--- src/sv/d2dli_pkg.sv ---
// Package with the item layouts, state codes and message codes of the link initialization block.
`timescale 1ns / 1ps
`default_nettype none
package d2dli_pkg;

  typedef enum logic [4:0] {
    ST_START = 5'b00001,
    ST_RDI   = 5'b00010,
    ST_PARAM = 5'b00100,
    ST_FDI   = 5'b01000,
    ST_DONE  = 5'b10000
  } init_state_t;

  typedef enum logic [1:0] {
    SB_NONE = 2'd0,
    SB_CAP  = 2'd1,
    SB_REQ  = 2'd2,
    SB_RSP  = 2'd3
  } sb_msg_t;

  localparam logic [3:0] LINK_RESET     = 4'd0;
  localparam logic [3:0] RDI_STS_ACTIVE = 4'd1;
  localparam logic [3:0] FDI_REQ_NOP    = 4'd0;
  localparam logic [3:0] FDI_REQ_ACTIVE = 4'd1;
  localparam logic [3:0] FDI_STS_RESET  = 4'd0;
  localparam logic [3:0] FDI_STS_ACTIVE = 4'd1;
  localparam logic [3:0] RDI_REQ_NOP    = 4'd0;
  localparam logic [3:0] RDI_REQ_ACTIVE = 4'd1;

  localparam int unsigned IN_TDATA_W  = 24;
  localparam int unsigned OUT_TDATA_W = 16;

  typedef struct packed {
    logic [3:0] fdi_state_request_prev;
    logic [3:0] fdi_state_request;
    logic       fdi_rxactive_status;
    logic       sideband_ready;
    logic [1:0] sideband_received;
    logic [3:0] rdi_status;
    logic       rdi_inband_present;
    logic [3:0] link_mode;
  } in_item_t;

  typedef struct packed {
    logic [1:0] sideband_send;
    logic       entry_done;
    logic [3:0] rdi_state_request;
    logic [3:0] fdi_status;
    logic       fdi_rxactive_request;
    logic       fdi_inband_present;
  } out_item_t;

  typedef struct packed {
    logic cap_received;
    logic cap_sent;
    logic peer_request_seen;
    logic peer_response_seen;
    logic response_sent;
    logic request_sent;
    logic activation_pending;
  } init_flags_t;

endpackage
`default_nettype wire

--- src/sv/d2d_adapter_link_init_fsm.sv ---
// Top level of the die-to-die adapter link initialization controller.
//
//   Channel   Direction  Handshake                   Payload
//   s_axis    in         s_axis_tvalid/s_axis_tready  s_axis_tdata[23:0], one step of inputs
//   m_axis    out        m_axis_tvalid/m_axis_tready  m_axis_tdata[15:0], one step of outputs
//
// Each item passes an input register and a result register; one item per cycle is
// sustained while m_axis_tready stays high, and the controller updates its state per item.
// The synchronous reset clears both valid flags, the state machine and all flags.
// A stall on the output side holds the result; the input register takes one more item
// only if it is empty, after which s_axis_tready drops until the result is taken.
`timescale 1ns / 1ps
`default_nettype none
module d2d_adapter_link_init_fsm
  import d2dli_pkg::*;
(
  input  wire logic                   clk,
  input  wire logic                   rst,
  input  wire logic                   s_axis_tvalid,
  output logic                        s_axis_tready,
  // Fields from bit 0 up: link_mode[3:0], rdi_inband_present[4], rdi_status[8:5],
  // sideband_received[10:9], sideband_ready[11], fdi_rxactive_status[12],
  // fdi_state_request[16:13], fdi_state_request_prev[20:17], ignored[23:21].
  input  wire logic [IN_TDATA_W-1:0]  s_axis_tdata,
  output logic                        m_axis_tvalid,
  input  wire logic                   m_axis_tready,
  // Fields from bit 0 up: fdi_inband_present[0], fdi_rxactive_request[1],
  // fdi_status[5:2], rdi_state_request[9:6], entry_done[10], sideband_send[12:11],
  // zero fill[15:13].
  output logic [OUT_TDATA_W-1:0]      m_axis_tdata
);

  logic      in_valid;
  in_item_t  in_item;
  out_item_t out_item;
  out_item_t result;
  logic      advance;

  assign advance       = in_valid && (!m_axis_tvalid || m_axis_tready);
  assign s_axis_tready = !in_valid || advance;

  d2dli_ctrl u_ctrl (
    .clk     (clk),
    .rst     (rst),
    .advance (advance),
    .item    (in_item),
    .result  (result)
  );

  always_ff @(posedge clk) begin
    if (rst) begin
      in_valid <= 1'b0;
    end else if (s_axis_tready) begin
      in_valid <= s_axis_tvalid;
    end
  end

  always_ff @(posedge clk) begin
    if (s_axis_tready && s_axis_tvalid) begin
      in_item <= in_item_t'(s_axis_tdata[$bits(in_item_t)-1:0]);
    end
  end

  always_ff @(posedge clk) begin
    if (rst) begin
      m_axis_tvalid <= 1'b0;
    end else if (advance) begin
      m_axis_tvalid <= 1'b1;
    end else if (m_axis_tready) begin
      m_axis_tvalid <= 1'b0;
    end
  end

  always_ff @(posedge clk) begin
    if (advance) begin
      out_item <= result;
    end
  end

  assign m_axis_tdata = {{(OUT_TDATA_W - $bits(out_item_t)){1'b0}}, out_item};

  a_ready_when_empty : assert property (@(posedge clk) disable iff (rst)
    !m_axis_tvalid |-> s_axis_tready)
    else $error("input side stalled while the result register is empty");

  a_entry_implies_active : assert property (@(posedge clk) disable iff (rst)
    (m_axis_tvalid && out_item.entry_done) |->
      (out_item.fdi_rxactive_request && out_item.fdi_inband_present &&
       (out_item.fdi_status == FDI_STS_ACTIVE)))
    else $error("active entry reported without the FDI active outputs");

  a_send_needs_rdi_req : assert property (@(posedge clk) disable iff (rst)
    (m_axis_tvalid && (out_item.sideband_send != SB_NONE)) |->
      (out_item.rdi_state_request == RDI_REQ_ACTIVE))
    else $error("sideband message offered before RDI bring-up");

endmodule
`default_nettype wire

--- src/sv/d2dli_ctrl.sv ---
// Initialization state machine with its handshake flags and the output decode.
`timescale 1ns / 1ps
`default_nettype none
module d2dli_ctrl
  import d2dli_pkg::*;
(
  input  wire logic      clk,
  input  wire logic      rst,
  input  wire logic      advance,
  input  wire in_item_t  item,
  output out_item_t      result
);

  init_state_t state;
  init_state_t state_next;
  init_flags_t flags;
  init_flags_t flags_next;

  logic    in_reset;
  logic    rx_request;
  sb_msg_t send;

  always_comb begin
    in_reset   = (item.link_mode == LINK_RESET);
    rx_request = (state == ST_DONE) || ((state == ST_FDI) && flags.peer_request_seen);
    send       = SB_NONE;
    if (state == ST_PARAM) begin
      if (!flags.cap_sent) begin
        send = SB_CAP;
      end
    end else if (state == ST_FDI) begin
      if (item.fdi_rxactive_status && rx_request && !flags.response_sent) begin
        send = SB_RSP;
      end else if (flags.activation_pending && !flags.request_sent) begin
        send = SB_REQ;
      end
    end

    result = '0;
    if (in_reset) begin
      result.fdi_inband_present   = (state == ST_FDI) || (state == ST_DONE);
      result.fdi_rxactive_request = rx_request;
      result.fdi_status           = (state == ST_DONE) ? FDI_STS_ACTIVE : FDI_STS_RESET;
      result.rdi_state_request    = ((state == ST_RDI) || (state == ST_PARAM) ||
                                     (state == ST_FDI) || (state == ST_DONE)) ?
                                    RDI_REQ_ACTIVE : RDI_REQ_NOP;
      result.entry_done           = (state == ST_DONE);
      result.sideband_send        = send;
    end
  end

  always_comb begin
    state_next = state;
    flags_next = '0;
    if (in_reset) begin
      unique case (state)
        ST_START: begin
          if (item.rdi_inband_present) begin
            state_next = ST_RDI;
          end
        end
        ST_RDI: begin
          if (item.rdi_status == RDI_STS_ACTIVE) begin
            state_next = ST_PARAM;
          end
        end
        ST_PARAM: begin
          flags_next.cap_received = flags.cap_received ||
                                    (item.sideband_received == SB_CAP);
          flags_next.cap_sent     = flags.cap_sent ||
                                    (item.sideband_ready && (send == SB_CAP));
          if (flags.cap_sent && flags.cap_received) begin
            state_next = ST_FDI;
          end
        end
        ST_FDI: begin
          flags_next.peer_response_seen = flags.peer_response_seen ||
                                          (item.sideband_received == SB_RSP);
          flags_next.peer_request_seen  = flags.peer_request_seen ||
                                          (item.sideband_received == SB_REQ);
          flags_next.response_sent      = flags.response_sent ||
                                          ((send == SB_RSP) && item.sideband_ready);
          flags_next.request_sent       = flags.request_sent ||
                                          ((send == SB_REQ) && item.sideband_ready);
          flags_next.activation_pending = flags.activation_pending ||
                                          ((item.fdi_state_request == FDI_REQ_ACTIVE) &&
                                           (item.fdi_state_request_prev == FDI_REQ_NOP));
          if (flags.response_sent && flags.peer_response_seen) begin
            state_next = ST_DONE;
          end
        end
        ST_DONE: begin
          state_next = ST_DONE;
        end
        default: begin
          state_next = state;
        end
      endcase
    end else begin
      state_next = ST_START;
      flags_next = flags;
      flags_next.cap_received = 1'b0;
      flags_next.cap_sent     = 1'b0;
    end
  end

  always_ff @(posedge clk) begin
    if (rst) begin
      state <= ST_START;
      flags <= '0;
    end else if (advance) begin
      state <= state_next;
      flags <= flags_next;
    end
  end

endmodule
`default_nettype wire

--- config.mk ---
export PLATFORM = sky130hd
export DESIGN_NAME = d2d_adapter_link_init_fsm
export DESIGN_NICKNAME = d
export VERILOG_FILES = /design/src/sv/d2dli_pkg.sv /design/src/sv/d2d_adapter_link_init_fsm.sv /design/src/sv/d2dli_ctrl.sv
export SDC_FILE = /design/constraint.sdc
export NUM_CORES = 1
export LEC_CHECK = 0
export ABC_AREA = 1
export BUFFER_PORTS_ARGS = -buffer_cell sky130_fd_sc_hd__buf_2
export CORE_ASPECT_RATIO = 0.9
export CORE_MARGIN = 5
export CORE_UTILIZATION = 60
export CTS_BUF_LIST = sky130_fd_sc_hd__clkbuf_2 sky130_fd_sc_hd__clkbuf_4 sky130_fd_sc_hd__clkbuf_8
export DETAILED_ROUTE_END_ITERATION = 16
export GPL_ROUTABILITY_DRIVEN = 0
export PLACE_DENSITY = 0.84
export RECOVER_POWER = 25
export SETUP_SLACK_MARGIN = 0.4
export SLEW_MARGIN = 40
export SYNTH_ARGS = -nofsm -noshare
export SYNTH_HDL_FRONTEND = slang
export SYNTH_HIERARCHICAL = 1
export SYNTH_SLANG_ARGS = --single-unit
--- constraint.sdc ---
create_clock -name clk -period 6 [get_ports clk]
set_input_delay 0.9 -clock clk [delete_from_list [all_inputs] [get_ports clk]]
set_output_delay 0.9 -clock clk [all_outputs]
set_load 0.01 [all_outputs]
# Word-level counts from Yosys, hierarchy flattened
# Index checks and enable logic that the tools add are counted.
[totals] regBits=48 input_bits=28 out_inout_bits=18 elab_cells=95
[op_classes] eq_ne=18 n_mux=18 reduce_logical=35
[op_table] cell="$mux W5" n=6
[op_table] cell="$pmux W5 S5" n=1
[op_table] cell="$logic_or A1 B1 Y1" n=14
[op_table] cell="$logic_and A1 B1 Y1" n=12
[op_table] cell="$ne A3 B3 Y1 const B" n=4
[op_table] cell="$mux W2" n=5
[op_table] cell="$eq A2 B2 Y1 const B" n=4
[op_table] cell="$eq A4 B1 Y1 const B" n=2
[op_table] cell="$logic_not A4 Y1" n=2
[op_table] cell="$mux W7" n=1
[op_table] cell="$ne A6 B6 Y1 const B" n=1
[op_table] cell="$reduce_and A6 Y1" n=1
[op_table] cell="$eq A5 B1 Y1 const B" n=1
[op_table] cell="$eq A5 B2 Y1 const B" n=1
[op_table] cell="$eq A5 B3 Y1 const B" n=1
[op_table] cell="$eq A5 B4 Y1 const B" n=1
[op_table] cell="$eq A5 B5 Y1 const B" n=1
[op_table] cell="$mux W1" n=5
[op_table] cell="$eq A2 B1 Y1 const B" n=2
[op_table] cell="$logic_not A1 Y1" n=4
[op_table] cell="$reduce_and A2 Y1" n=1
[op_table] cell="$reduce_bool A2 Y1" n=1

# Depth between registers and ports, before layout
[logic_depth] ltp_word=13 ltp_mapped=10 mapped_depth_nobuf=10

# By module
# Netlist, hierarchy kept.
[modules_own_cells] module="d2d_adapter_link_init_fsm" instances=1 cells_each=50 area_per_inst_um2=1138.6 seq_area_each_um2=1061.0
[modules_own_cells] module="d2dli_ctrl" instances=1 cells_each=149 area_per_inst_um2=912.1 seq_area_each_um2=240.2

# Least setup slack after synthesis
# OpenSTA, ideal clock, no wires.
[synth_timing] kind="input to register" startpoint="in m_axis_tready" endpoint="reg u_ctrl/flags[0] (netlist bit)" setup_ns=0.117 arrival_ns=2.436 required_ns=5.883 slack_ns=3.446 stages=7 n_path_buf=0 path_cell_list="inv_1 a21oi_1 inv_1 nor2_1 nand2_1 nand2_1 nor2_1"
[synth_between] elab_chain_len=3
[synth_rtl] element="from (decl)" line_no="d2d_adapter_link_init_fsm.sv:26" text="input wire logic m_axis_tready,"
[synth_rtl] element="$logic_or A1 B1 Y1" line_no="d2d_adapter_link_init_fsm.sv:39" text="assign advance = in_valid && (!m_axis_tvalid || m_axis_tready);"
[synth_rtl] element="$logic_and A1 B1 Y1" line_no="d2d_adapter_link_init_fsm.sv:39"
[synth_rtl] element="via advance" line_no="d2d_adapter_link_init_fsm.sv:37" text="logic advance;"
[synth_rtl] element="$reduce_and A2 Y1 (no source line)"
[synth_rtl] element="to (signal assigned)" line_no="d2dli_ctrl.sv:113" text="flags <= flags_next;"
[synth_rtl] element="to (decl)" line_no="d2dli_ctrl.sv:16" text="init_flags_t flags;"
# The timed path passes the listed nets, and every way through them passes these cells.
# A chain may end at the register's enable or synchronous reset.

# Final worst setup path
[layout_timing] startpoint="in m_axis_tready" endpoint="out s_axis_tready"
[layout_between] elab_chain_len=3
[layout_rtl] element="$logic_or A1 B1 Y1" line_no="d2d_adapter_link_init_fsm.sv:39"
[layout_rtl] element="$logic_and A1 B1 Y1" line_no="d2d_adapter_link_init_fsm.sv:39"
[layout_rtl] element="$logic_or A1 B1 Y1" line_no="d2d_adapter_link_init_fsm.sv:40" text="assign s_axis_tready = !in_valid || advance;"
[layout_rtl] element="to (decl)" line_no="d2d_adapter_link_init_fsm.sv:20" text="output logic s_axis_tready,"
# Every way passes these cells.

==> summary.md <==
| Metric | Value |
|---|---|
| Post-Synth Simple-Gate Area | a little under a quarter |
| Post-Synth XOR/XNOR Area | 0% |
| GRT Util Overall | between 10% and 20% |
| # rows | 20 |
| Register area share after synthesis | between 60% and 70% |
| WS Path Type | input port to primary output |
| Period utilisation layout | a little under two fifths |
| Maximum vdd drop | 222 µV |
| Die W | around 70 µm |
| Setup violations, final | 0 |
| Crit path DAT | roughly 1.4 ns |
| Slew margin rel. | between 50% and 60% |
| Per-cell routed wire length | about 12 µm |
| Layout cells sized above 1 | between 20% and 30% |
| Complex-gate fraction of the synthesized area | 3.72% |
| Antenna Nets Post-Route | 0 |
| Min Tclk post-route | roughly 2.3 ns |
| RSZ-0062 raised after global routing | false |
| Worst Tran Pin Value | approximately 0.71 ns |
| Vias in the first global route | roughly 1.3k |
| Mapped cell area | roughly 2100 µm² |
| PwrDens | around 270 nW/µm² |
| Hold WC Path Type | flop to flop |
| Setup Fix Bufs, Post-CTS | 0 |
| Nets | 270 |
| Largest net degree at the start of global routing | 22 |
| Post-CTS sizing | 0 |
| Switching pwr | 0.000140 W |
| Htree depth | 2 |
| Synthesis-to-finish area growth | 14.8% |
| First-pass GRT wire length | 5710 µm |
| Status | complete, no violations |
| Clk_skew | roughly 0.009 ns |
| Final-report hold violation count | 0 |
| Top cell type's share of synthesized area | 49.8% |
| Die Ht | around 65 µm |
| Setup_tns | 0 ns |
| Vias per cell | ~4.9 |
| Number of DRC markers in iteration 0 | just under 90 |
| Pre-antenna DRT Iters | 4 |
| Port Buffers | 39 |
| Critical path required time | around 5.1 ns |
| Flop pwr share | between 60% and 70% |
| I/O pin cnt | 46 |
| Yosys cell types | 22 |
| Critical path peak fanout | 3 |
| CTS Root Cell | clkbuf_8 |
| Slew Limit Fails | 0 |
| Initial core utilization | 61.6% |
| CTS Buf Count | 5 |
| Detailed Route WL | 3330 µm |
| Post-synthesis register bit count | between 40 and 50 |
| Clock power frac | a little under a third |
| Internal power | 0.000489 W |
| Logic gate share of total power | just over 8% |
| CTS max path bufs | 2 |
| Placed instance count | 279 |
| Initial antenna violation count | 0 |
| Sw frac | between 20 and 25% |
| Hold WS | between 0.4 and 0.5 ns |
| CTS Sinks | 48 |
| Mapped Avg Cell Area | approximately 10 µm² |
| Clock latency on the worst-skew pair | 0.30 ns |
| Vias | 1395 |
| Post-synth top area cell | edfxtp_1 |
| N_diodes | 0 |
| Ranking of synthesized cells by area | edfxtp_1, dfxtp_1, nand2_1 |
| Max Cap Viol | 0 |
| Full die area | around 4700 µm² |
| LEAKAGE | between 1 and 1.5 nW |
| CTS tree | yes |
| Hold buffers post-CTS | 0 |
| Post-DP HPWL | approximately 2500 µm |
| Fmax | between 400 and 500 MHz |
| Aggregate global routing overflow | 0 |
| Synthesis warning total | 6 |
| Non-Filler Instances | approximately 290 |
| Clock slew at reported path FFs | around 0.08 ns |
| Fill count | between 200 and 300 |
| CP startpoint kind | input port |
| Post-Synth Adder-Cell Area | 0% |
| Core Box Area | roughly 3300 µm² |
| Mapped Cells | about 200 |
| Proportion of synthesized area in mux cells | 0% |
| Main combinational cell family by area after synthesis | simple AND/OR/NAND/NOR gates |
| Crit. End Element | primary output |
| DRC errors left | 0 |
[per-layer routing]
metal	vias to the layer above	wire, µm	global-route usage, %	part of all wire (%)
met1	616	1350	19.0	41
met5	-	0	0	0
met4	0	47	7.28	1.4
met2	54	1660	27.1	50
li1	715	-	-	-
met3	10	277	5.50	8.3
[worst paths after layout]
| path | startpoint | to | slack (ns) | cells past startpoint |
|---|---|---|---|---|
| setup / recovery | m_axis_tready | s_axis_tready | 3.71 | 4 |
| hold / removal | u_ctrl/flags[2] | u_ctrl/flags[2] | 0.48 | 2 |
| setup reg to reg | in_valid | u_ctrl/flags[4] | 4.24 | 7 |
| hold reg to reg | u_ctrl/flags[2] | u_ctrl/flags[2] | 0.48 | 2 |
[cell type report]
class,instances,area (µm²),area share (%)
timing repair buffer,39,195,8.29
tap,44,55.1,2.34
multi-input combinational,120,599,25.5
sequential,48,1300,55.3
clock inverter,1,8.76,0.372
clock buffer,7,90.1,3.83
inverter,28,105,4.46
[cell usage in the layout (no fill, tap or decap), types with 2 or more instances in the layout]
cell type,instances
nor2_2,3
dfxtp_1,14
inv_2,2
nand3_2,4
nor2_1,25
nand2_1,41
a31oi_1,2
clkbuf_8,6
nor3_1,2
edfxtp_1,34
nor2_4,3
a21oi_1,8
inv_1,26
nand4_1,3
buf_2,39
nand3_1,9
nor4_1,2
nand3b_1,2
nand2_2,3
conb_1,9
[worst max-delay path, stage by stage]
cell     delay [ns]
buf_2          0.09
inv_1          0.13
nand3_2        0.11
buf_2          0.16
[logic make-up after synthesis]
kind of cell,count (synthesis)
other,2
AND/OR/NAND/NOR,98
buffers and inverters,38
flip-flops,48
AO/OA/AOI/OAI,13
[synthesized netlist by cell type]
| cell type | instances |
|---|---|
| nand2_1 | 41 |
| edfxtp_1 | 34 |
| inv_1 | 26 |
| nor2_1 | 24 |
| dfxtp_1 | 14 |
| buf_4 | 10 |
| a21oi_1 | 9 |
| nand3_1 | 9 |
| nand3_2 | 4 |
| nor2_4 | 4 |
| nand2_2 | 3 |
| nand4_1 | 3 |
| nor2_2 | 3 |
| a31oi_1 | 2 |
| conb_1 | 2 |
| inv_2 | 2 |
| nand3b_1 | 2 |
| nor3_1 | 2 |
| nor4_1 | 2 |
| a21oi_2 | 1 |
| nand3_4 | 1 |
| o211a_1 | 1 |
[per-stage QoR]
stage                     area, µm²  util [%]  setup slack, ns  power, W
after CTS                      2360      71.0             3.71  0.000635
final                          2350      70.8             3.71  0.000629
after global routing           2350      70.8             3.67  0.000661
after floorplan                2080         -             3.45  0.000423
after detailed placement       2260      68.0             3.59  0.000439
after global placement         2260      67.8             3.39  0.000436
[registers in the layout, summed over array words and instances (netlist names)]
name and cells:
in_item 21, in_valid 1, m_axis_tdata 13, m_axis_tvalid 1
u_ctrl/flags 7, u_ctrl/state 5
[power groups by stage]
stage,logic (W),registers [W],clock network (W)
floorplan,0.0000349,0.000388,0
global placement,0.0000499,0.000386,0
detailed placement,0.0000520,0.000387,0
CTS,0.0000524,0.000379,0.000204
global route,0.0000591,0.000380,0.000222
finish,0.0000519,0.000379,0.000199
Power figures use the tool's default switching activity.
